File: src/hdl/dadm_pkg.sv
// Shared types and codes for the dual-arm dispatch monitor.
`timescale 1ns / 1ps

package dadm_pkg;

	// Event codes carried by op
	typedef enum logic [1:0] {
		OP_BEGIN      = 2'd0,
		OP_LEFT_DONE  = 2'd1,
		OP_RIGHT_DONE = 2'd2,
		OP_FAIL       = 2'd3
	} op_t;

	// Result status codes
	typedef enum logic [1:0] {
		ST_OK        = 2'd0,
		ST_BAD       = 2'd1,
		ST_BUSY      = 2'd2,
		ST_TRANSPORT = 2'd3
	} status_t;

	// One input item
	typedef struct packed {
		op_t         op;
		logic [31:0] tick_ms;
		logic [31:0] tick_start_us;
		logic [31:0] left_launch_us;
		logic [31:0] right_launch_us;
	} item_t;

	// Full monitor state
	typedef struct packed {
		logic        active;
		logic        fault;
		logic        left_done;
		logic        right_done;
		logic [31:0] launches;
		logic [31:0] completions;
		logic [31:0] failures;
		logic [31:0] skew_peak;
		logic [31:0] late_peak;
		logic [31:0] saved_tick;
		logic [31:0] saved_left;
		logic [31:0] saved_right;
	} state_t;

	// Status plus the snapshot after the event
	typedef struct packed {
		status_t status;
		state_t  st;
	} result_t;

endpackage

File: src/hdl/dadm_in_if.sv
// Event channel: valid/ready handshake with the event payload.
`timescale 1ns / 1ps

interface dadm_in_if;
	logic        valid;
	logic        ready;
	logic [1:0]  op;
	logic [31:0] tick_ms;
	logic [31:0] tick_start_us;
	logic [31:0] left_launch_us;
	logic [31:0] right_launch_us;

	modport source (output valid, op, tick_ms, tick_start_us, left_launch_us,
		right_launch_us, input ready);
	modport sink (input valid, op, tick_ms, tick_start_us, left_launch_us,
		right_launch_us, output ready);
endinterface

File: src/hdl/dadm_out_if.sv
// Result channel: valid/ready handshake with status and state snapshot.
`timescale 1ns / 1ps

interface dadm_out_if;
	logic        valid;
	logic        ready;
	logic [1:0]  status;
	logic [3:0]  flags;
	logic        may_launch;
	logic [31:0] launches;
	logic [31:0] completions;
	logic [31:0] failures;
	logic [31:0] worst_skew_us;
	logic [31:0] worst_lateness_us;
	logic [31:0] recent_tick_ms;
	logic [31:0] recent_left_us;
	logic [31:0] recent_right_us;

	modport source (output valid, status, flags, may_launch, launches, completions,
		failures, worst_skew_us, worst_lateness_us, recent_tick_ms, recent_left_us,
		recent_right_us, input ready);
	modport sink (input valid, status, flags, may_launch, launches, completions,
		failures, worst_skew_us, worst_lateness_us, recent_tick_ms, recent_left_us,
		recent_right_us, output ready);
endinterface

File: src/hdl/dadm_core.sv
// Monitor state registers and the per-event update logic.
`timescale 1ns / 1ps

module dadm_core
	import dadm_pkg::*;
(
	input  logic    clk,
	input  logic    arst_n,
	input  logic    en,
	input  item_t   item,
	output result_t res
);

	state_t      state_q;
	state_t      nxt;
	status_t     status;
	logic [31:0] skew;
	logic [31:0] late;
	logic        side_done;

	// Event decode and next state
	always_comb begin
		skew      = item.right_launch_us - item.left_launch_us;
		late      = item.left_launch_us - item.tick_start_us;
		side_done = (item.op == OP_LEFT_DONE) ? state_q.left_done : state_q.right_done;
		nxt       = state_q;
		status    = ST_OK;
		unique case (item.op) inside
			OP_BEGIN: begin
				if (state_q.fault) begin
					status = ST_TRANSPORT;
				end else if (state_q.active) begin
					status = ST_BUSY;
				end else if (skew[31]) begin
					status = ST_BAD;
				end else begin
					if (skew > state_q.skew_peak) nxt.skew_peak = skew;
					if (late > state_q.late_peak) nxt.late_peak = late;
					nxt.saved_tick  = item.tick_ms;
					nxt.saved_left  = item.left_launch_us;
					nxt.saved_right = item.right_launch_us;
					nxt.left_done   = 1'b0;
					nxt.right_done  = 1'b0;
					nxt.active      = 1'b1;
					nxt.launches    = state_q.launches + 32'd1;
				end
			end
			OP_LEFT_DONE, OP_RIGHT_DONE: begin
				if (!state_q.active || state_q.fault || side_done) begin
					status = ST_BAD;
				end else begin
					if (item.op == OP_LEFT_DONE) nxt.left_done = 1'b1;
					else nxt.right_done = 1'b1;
					// both sides done ends the launch
					if (nxt.left_done && nxt.right_done) begin
						nxt.active      = 1'b0;
						nxt.completions = state_q.completions + 32'd1;
					end
				end
			end
			OP_FAIL: begin
				if (!state_q.fault) nxt.failures = state_q.failures + 32'd1;
				nxt.fault  = 1'b1;
				nxt.active = 1'b0;
			end
			default: begin
				status = ST_OK;
			end
		endcase
		res.status = status;
		res.st     = nxt;
	end

	// State register, updated when an event leaves the input stage
	always_ff @(posedge clk or negedge arst_n) begin
		if (!arst_n) begin
			state_q <= '0;
		end else if (en) begin
			state_q <= nxt;
		end
	end

endmodule

File: src/hdl/dual_arm_dispatch_monitor.sv
// Top level of the dual-arm dispatch monitor.
// Usage:
//   req carries one event item (begin, left done, right done, fail) with the
//   tick and start times that begin uses. rsp returns exactly one item per
//   event: a status code and the full snapshot of the monitor after it.
//   Both channels use valid/ready; an item moves when both are high.
// Pipeline and throughput:
//   An event taken at one edge is registered in the input stage, evaluated
//   against the state registers by the update logic, and lands in the result
//   register once that register is free, and rsp.valid rises with it.
//   One event per cycle is sustained while rsp.ready stays high; the state
//   update is a combinational loop of flag checks, 32-bit subtracts and
//   compares.
// Reset:
//   arst_n clears all flags, counters, peaks and saved times to zero and
//   empties both stages.
// Backpressure:
//   When rsp.ready is low the result register holds; one more event can sit
//   in the input stage, after which req.ready drops. Nothing is lost.
`timescale 1ns / 1ps

module dual_arm_dispatch_monitor
	import dadm_pkg::*;
(
	input logic       clk,
	input logic       arst_n,
	dadm_in_if.sink   req,
	dadm_out_if.source rsp
);

	item_t   item_s1;
	logic    valid_s1;
	result_t res_s2;
	logic    valid_s2;
	result_t res_nxt;
	logic    adv;

	// Handshake: input stage advances when the result register is free
	assign adv       = valid_s1 && (!valid_s2 || rsp.ready);
	assign req.ready = !valid_s1 || adv;

	// Input stage
	always_ff @(posedge clk or negedge arst_n) begin
		if (!arst_n) begin
			valid_s1 <= 1'b0;
		end else if (req.ready) begin
			valid_s1 <= req.valid;
		end
	end

	always_ff @(posedge clk) begin
		if (req.ready && req.valid) begin
			item_s1.op              <= op_t'(req.op);
			item_s1.tick_ms         <= req.tick_ms;
			item_s1.tick_start_us   <= req.tick_start_us;
			item_s1.left_launch_us  <= req.left_launch_us;
			item_s1.right_launch_us <= req.right_launch_us;
		end
	end

	dadm_core u_core (
		.clk    (clk),
		.arst_n (arst_n),
		.en     (adv),
		.item   (item_s1),
		.res    (res_nxt)
	);

	// Result register
	always_ff @(posedge clk or negedge arst_n) begin
		if (!arst_n) begin
			valid_s2 <= 1'b0;
		end else if (!valid_s2 || rsp.ready) begin
			valid_s2 <= valid_s1;
		end
	end

	always_ff @(posedge clk) begin
		if (adv) begin
			res_s2 <= res_nxt;
		end
	end

	// Output mapping
	assign rsp.valid             = valid_s2;
	assign rsp.status            = res_s2.status;
	assign rsp.flags             = {res_s2.st.right_done, res_s2.st.left_done,
		res_s2.st.fault, res_s2.st.active};
	assign rsp.may_launch        = !res_s2.st.active && !res_s2.st.fault;
	assign rsp.launches          = res_s2.st.launches;
	assign rsp.completions       = res_s2.st.completions;
	assign rsp.failures          = res_s2.st.failures;
	assign rsp.worst_skew_us     = res_s2.st.skew_peak;
	assign rsp.worst_lateness_us = res_s2.st.late_peak;
	assign rsp.recent_tick_ms    = res_s2.st.saved_tick;
	assign rsp.recent_left_us    = res_s2.st.saved_left;
	assign rsp.recent_right_us   = res_s2.st.saved_right;

	// A launch can never be active while the fault is latched
	a_no_active_fault: assert property (@(posedge clk) disable iff (!arst_n)
		rsp.valid |-> !(rsp.flags[0] && rsp.flags[1]))
		else $error("active and faulted together");

	// A new result only appears after an event sat in the input stage
	a_result_source: assert property (@(posedge clk) disable iff (!arst_n)
		$rose(rsp.valid) |-> $past(valid_s1))
		else $error("result without a pending event");

	// Input stage never backs up while the result side is free
	a_no_false_stall: assert property (@(posedge clk) disable iff (!arst_n)
		(!valid_s2) |-> req.ready)
		else $error("input stalled with empty result register");

endmodule

File: src/flat_wrapper.sv
// flat-port wrapper written by rule: the top's interface ports become plain ports
module dual_arm_dispatch_monitor_flat import dadm_pkg::*;
  (clk, arst_n, req_valid, req_op, req_tick_ms, req_tick_start_us, req_left_launch_us, req_right_launch_us, req_ready, rsp_valid, rsp_status, rsp_flags, rsp_may_launch, rsp_launches, rsp_completions, rsp_failures, rsp_worst_skew_us, rsp_worst_lateness_us, rsp_recent_tick_ms, rsp_recent_left_us, rsp_recent_right_us, rsp_ready);
  dadm_in_if req_i ();
  dadm_out_if rsp_i ();
  input logic clk;
  input logic arst_n;
  input wire logic [$bits(req_i.valid)-1:0] req_valid;
  input wire logic [$bits(req_i.op)-1:0] req_op;
  input wire logic [$bits(req_i.tick_ms)-1:0] req_tick_ms;
  input wire logic [$bits(req_i.tick_start_us)-1:0] req_tick_start_us;
  input wire logic [$bits(req_i.left_launch_us)-1:0] req_left_launch_us;
  input wire logic [$bits(req_i.right_launch_us)-1:0] req_right_launch_us;
  output wire logic [$bits(req_i.ready)-1:0] req_ready;
  output wire logic [$bits(rsp_i.valid)-1:0] rsp_valid;
  output wire logic [$bits(rsp_i.status)-1:0] rsp_status;
  output wire logic [$bits(rsp_i.flags)-1:0] rsp_flags;
  output wire logic [$bits(rsp_i.may_launch)-1:0] rsp_may_launch;
  output wire logic [$bits(rsp_i.launches)-1:0] rsp_launches;
  output wire logic [$bits(rsp_i.completions)-1:0] rsp_completions;
  output wire logic [$bits(rsp_i.failures)-1:0] rsp_failures;
  output wire logic [$bits(rsp_i.worst_skew_us)-1:0] rsp_worst_skew_us;
  output wire logic [$bits(rsp_i.worst_lateness_us)-1:0] rsp_worst_lateness_us;
  output wire logic [$bits(rsp_i.recent_tick_ms)-1:0] rsp_recent_tick_ms;
  output wire logic [$bits(rsp_i.recent_left_us)-1:0] rsp_recent_left_us;
  output wire logic [$bits(rsp_i.recent_right_us)-1:0] rsp_recent_right_us;
  input wire logic [$bits(rsp_i.ready)-1:0] rsp_ready;
  assign req_i.valid = req_valid;
  assign req_i.op = req_op;
  assign req_i.tick_ms = req_tick_ms;
  assign req_i.tick_start_us = req_tick_start_us;
  assign req_i.left_launch_us = req_left_launch_us;
  assign req_i.right_launch_us = req_right_launch_us;
  assign req_ready = req_i.ready;
  assign rsp_valid = rsp_i.valid;
  assign rsp_status = rsp_i.status;
  assign rsp_flags = rsp_i.flags;
  assign rsp_may_launch = rsp_i.may_launch;
  assign rsp_launches = rsp_i.launches;
  assign rsp_completions = rsp_i.completions;
  assign rsp_failures = rsp_i.failures;
  assign rsp_worst_skew_us = rsp_i.worst_skew_us;
  assign rsp_worst_lateness_us = rsp_i.worst_lateness_us;
  assign rsp_recent_tick_ms = rsp_i.recent_tick_ms;
  assign rsp_recent_left_us = rsp_i.recent_left_us;
  assign rsp_recent_right_us = rsp_i.recent_right_us;
  assign rsp_i.ready = rsp_ready;
  dual_arm_dispatch_monitor u_core (.clk(clk), .arst_n(arst_n), .req(req_i), .rsp(rsp_i));
endmodule
File: config.mk
export PLATFORM = sky130hd
export DESIGN_NAME = dual_arm_dispatch_monitor_flat
export DESIGN_NICKNAME = d
export VERILOG_FILES = /design/src/hdl/dadm_pkg.sv /design/src/hdl/dadm_in_if.sv /design/src/hdl/dadm_out_if.sv /design/src/hdl/dadm_core.sv /design/src/hdl/dual_arm_dispatch_monitor.sv /design/src/flat_wrapper.sv
export SDC_FILE = /design/constraint.sdc
export NUM_CORES = 1
export LEC_CHECK = 0
export BUFFER_PORTS_ARGS = -buffer_cell sky130_fd_sc_hd__buf_2
export CAP_MARGIN = 5
export CORE_ASPECT_RATIO = 1.1
export CORE_UTILIZATION = 63
export CTS_BUF_LIST = sky130_fd_sc_hd__clkbuf_16
export CTS_CLUSTER_DIAMETER = 120
export DETAILED_ROUTE_END_ITERATION = 6
export GPL_TIMING_DRIVEN = 0
export HOLD_SLACK_MARGIN = 0.06
export PLACE_DENSITY = 0.86
export SYNTH_ARGS = -nofsm -noshare
export SYNTH_HDL_FRONTEND = slang
export SYNTH_HIERARCHICAL = 1
export SYNTH_SLANG_ARGS = --single-unit
File: constraint.sdc
create_clock -name clk -period 23.1 [get_ports clk]
set_clock_uncertainty 0.15 [all_clocks]
set_input_delay 4.62 -clock clk [delete_from_list [all_inputs] [get_ports clk]]
set_output_delay 4.62 -clock clk [all_outputs]
set_load 0.05 [all_outputs]
==> summary.txt <==
CELLS AND AREA
--------------------------------------------------------------------------------------------------
Fraction of final layout cells sized beyond drive strength 1                                 23.5%
Post-Layout Cell Count                                                                       3,690
Final instance area                                                                    35,900 um^2
Area added between synthesis and finish                                                      16.8%
FILL cells                                                                                   3,011
Net total in the final layout                                                                3,253

SYNTHESIS
--------------------------------------------------------------------------------------------------
Register bit count reported by yosys                                                           654
Register area share after synthesis                                                          59.7%
Count of mapped cells out of synthesis                                                       2,511
Count of different cell masters after synthesis                                                 80
Cell with the most instances after synthesis                                          sky130_fd_sc_hd__edfxtp_1
Syn Std Cell Area                                                                      30,700 um^2
Prevailing post-synth register cell                                                   sky130_fd_sc_hd__edfxtp_1
Area leader, netlist                                                                  sky130_fd_sc_hd__edfxtp_1
EDFF count, synth                                                                              392
Synth warnings                                                                                   6
Share of Yosys cell area claimed by the top area cell type                                   38.3%
Synth cell count leaders                                                              sky130_fd_sc_hd__edfxtp_1 (392), sky130_fd_sc_hd__nand2_1 (363), sky130_fd_sc_hd__dfrtp_1 (262)
Share of async-settable or async-resettable flops after synthesis                            40.1%
Post-synthesis area per instance                                                         12.2 um^2
Biggest area contributors in the synthesized netlist                                  sky130_fd_sc_hd__edfxtp_1 (38%), sky130_fd_sc_hd__dfrtp_1 (21%), sky130_fd_sc_hd__ha_1 (5.4%)
Syn_nets                                                                                     2,779

GLOBAL ROUTING
--------------------------------------------------------------------------------------------------
Global-route usage over all layers                                                           31.0%
Total gr overflow                                                                                0
Wire length of the first global-routing pass                                            117,000 um
Largest net degree at the start of global routing                                              110
Number of antenna violations at the first check in global routing                                8
Via count of the first global-routing pass                                                  21,400

FLOORPLANNING
--------------------------------------------------------------------------------------------------
Core area                                                                              47,900 um^2
Row count                                                                                       84
Die X                                                                                       213 um
Number of primary I/O pins                                                                     399
Full die area                                                                          49,600 um^2
Initial core utilization                                                                     64.1%
Die height                                                                                  234 um

CRITICAL PATH
--------------------------------------------------------------------------------------------------
Data required time of the worst path                                                      18.33 ns
Crit-path most repeated cell                                                          sky130_fd_sc_hd__buf_2
Classification of the worst setup path                                                      in2out
Highest-delay cell along the critical path                                            sky130_fd_sc_hd__buf_2
Critical path, cell by cell                                                           buf_2 > nand3b_4 > buf_2
Critical path startpoint category                                                     primary input
Slowest Stage Delay on Critical Path                                                       0.22 ns
Highest net fanout along the worst path                                                          3
Critical Path End Type                                                                 output port
Signal arrival time at the worst endpoint                                                  5.09 ns

STA
--------------------------------------------------------------------------------------------------
Total count of hold-check failures in the final report                                           0
Unrepaired setup endpoints after global routing                                                 no
Endpoints failing setup                                                                          0
Final worst-path cycle share                                                                 42.7%
Max Slew Vio Count                                                                               0
Slew at the pin with the worst max-slew slack                                             0.948 ns
Worst setup margin                                                                        13.24 ns
Headroom to the max-slew limit                                                               36.8%
Max frequency                                                                              101 MHz
Post-Route Setup TNS                                                                          0 ns
Final critical path time including I/O delays and setup                                    9.86 ns

PLACE
--------------------------------------------------------------------------------------------------
DP Wirelength                                                                            55,600 um
IO buf count                                                                                   398
Worst setup slack after placement                                                         13.24 ns
Placed instance area                                                                   33,700 um^2
Routability-driven placement congestion ratio                                                0.959
Cell count after placement                                                                   3,561

ROUTING
--------------------------------------------------------------------------------------------------
Post-detailed-route DRC marker count                                                             0
Router iterations before antenna repair                                                          6
Via density per instance                                                                      5.82
Routed length per placed instance                                                          21.0 um
Total wire length                                                                        77,400 um
Number of DRC markers after the initial detailed-route iteration                             1,997
Post-detailed-route count of antenna-violating nets                                              0
Vias post-DR                                                                                21,500

CLOCK NETWORK
--------------------------------------------------------------------------------------------------
Number of post-CTS setup repair buffers                                                          0
Clock root buffer                                                                     sky130_fd_sc_hd__clkbuf_16
Count of hold-fix buffers inserted at cts                                                        0
CTS resizes                                                                                      0
Insertion delay to the later sink of the worst-skew pair                                   0.59 ns
Clock tree from TritonCTS                                                                      yes
Total clock sinks                                                                              654
Clock transition time at the flip-flop clock pins of the worst setup and hold paths        0.06 ns
Maximum buffer depth of the clock tree                                                           3
Number of buffers added by the clock tree synthesis step                                        67
H-tree levels                                                                                    3

POWER AND IR DROP
--------------------------------------------------------------------------------------------------
Cell-internal power                                                                        2.02 mW
Net Sw Power                                                                                746 uW
Leakage component of the power                                                             16.4 nW
Pwr dens                                                                              77.1 nW/um^2
Part of the power in the clock network                                                       38.2%
Switching portion of total power                                                             27.0%
Logic pwr share                                                                              14.4%
Share of power burned in registers                                                           47.4%
VDD IR max                                                                               0.0654 mV

WORST HOLD PATH
--------------------------------------------------------------------------------------------------
Class of the most critical hold timing path                                                reg2reg

JOB
--------------------------------------------------------------------------------------------------
Max-capacitance violation count                                                                  0

OUTCOME
--------------------------------------------------------------------------------------------------
Outcome                                                                               finished clean

-- cell type report --
class / count / area (um^2) / area share (%)
Sequential cell: 654 / 18300 / 51.1
Multi-Input combinational cell: 1600 / 11300 / 31.6
Timing Repair Buffer: 405 / 2190 / 6.12
Clock buffer: 71 / 1780 / 4.95
Tap cell: 645 / 807 / 2.25
Inverter: 167 / 627 / 1.75
Buffer: 90 / 418 / 1.16
Clock inverter: 50 / 373 / 1.04
Antenna cell: 8 / 20.0 / 0.0558
-- power groups by stage --
stage	clock network, mW	logic (mW)	registers [mW]
finish	1.06	0.397	1.31
global route	1.12	0.428	1.31
CTS	1.07	0.395	1.31
detailed placement	0	0.392	1.33
global placement	0	0.375	1.35
floorplan	0	0.178	1.43
-- cells by family after synthesis --
logic type      after synthesis  synth area share, %
compound gates              332                 6.71
xor+xnor                    238                 6.79
fa+ha+maj                   134                 5.51
buf+inv                     257                 3.40
flops                       654                 59.7
mux                         197                 7.19
simple gates                699                 10.7
-- flip-flops by register name (all words and copies together) (netlist names) --
name	flops
u_core/rsp.failures	32
u_core/rsp.flags	4
u_core/rsp.recent_left_us	32
u_core/u_core/state_q	260
u_core/rsp.completions	32
u_core/rsp.worst_skew_us	32
u_core/valid_s1	1
u_core/rsp.worst_lateness_us	32
u_core/rsp.recent_tick_ms	32
u_core/rsp.launches	32
u_core/rsp.recent_right_us	32
u_core/item_s1	130
u_core/rsp.status	2
u_core/rsp.valid	1
-- final timing paths --
path	slack, ns	from	cells after the start	to
hold reg to reg	0.33	u_core/u_core/state_q[0]	2	u_core/u_core/state_q[0]
setup / recovery	13.24	rsp_ready	3	req_ready
hold / removal	0.33	u_core/u_core/state_q[0]	2	u_core/u_core/state_q[0]
setup reg to reg	16.86	u_core/item_s1[0]	23	u_core/rsp.worst_skew_us[12]
max in group asynchronous	18.05	arst_n	2	u_core/u_core/state_q[109]
min in group asynchronous	3.80	arst_n	1	u_core/u_core/state_q[201]
-- metal layers --
layer	up-vias	global-route usage, %	share of wire [%]
met4	6	15.8	4.8
li1	9806	-	-
met5	-	0	0.050
met1	10500	38.0	39
met2	930	53.3	50
met3	200	4.83	6.1
-- critical path, delay by kind of cell --
kind	cells	cell delay (ns)
buffers and inverters	2	0.32
and+or+nand+nor	1	0.15
-- per-stage QoR --
step / hold WS (ns) / total power, mW / util, %
after CTS: 0.334 / 2.78 / 74.8
after global routing: 0.365 / 2.86 / 74.9
after floorplan: 0.300 / 1.61 / -
after detailed placement: 0.321 / 1.73 / 70.4
final: 0.328 / 2.77 / 74.9
after global placement: 0.311 / 1.72 / 69.9
-- cells in the final DEF, fill, tap and decap left out, types with 7 or more instances in the layout --
cell	netlist	final
sky130_fd_sc_hd__a211oi_1	12	12
sky130_fd_sc_hd__a21o_1	35	35
sky130_fd_sc_hd__a21oi_1	79	79
sky130_fd_sc_hd__a31oi_1	7	7
sky130_fd_sc_hd__and2_1	10	9
sky130_fd_sc_hd__and3_1	36	36
sky130_fd_sc_hd__and4_1	11	11
sky130_fd_sc_hd__buf_16	0	7
sky130_fd_sc_hd__buf_2	48	445
sky130_fd_sc_hd__clkbuf_1	30	30
sky130_fd_sc_hd__clkbuf_16	0	71
sky130_fd_sc_hd__clkinv_1	0	9
sky130_fd_sc_hd__clkinv_2	0	14
sky130_fd_sc_hd__dfrtp_1	262	262
sky130_fd_sc_hd__diode_2	0	8
sky130_fd_sc_hd__edfxtp_1	392	392
sky130_fd_sc_hd__ha_1	132	132
sky130_fd_sc_hd__inv_1	166	180
sky130_fd_sc_hd__mux2_1	57	57
sky130_fd_sc_hd__mux2_2	133	133
sky130_fd_sc_hd__mux2i_1	7	7
sky130_fd_sc_hd__nand2_1	363	363
sky130_fd_sc_hd__nand2b_1	12	12
sky130_fd_sc_hd__nand3_1	66	66
sky130_fd_sc_hd__nand4_1	52	52
sky130_fd_sc_hd__nor2_1	72	72
sky130_fd_sc_hd__nor2b_1	11	11
sky130_fd_sc_hd__nor3_1	34	34
sky130_fd_sc_hd__o21a_1	24	24
sky130_fd_sc_hd__o21ai_0	117	117
sky130_fd_sc_hd__o21bai_1	9	9
sky130_fd_sc_hd__xnor2_1	164	164
sky130_fd_sc_hd__xor2_1	74	74
Note: power is estimated with default switching activity, not from simulation.
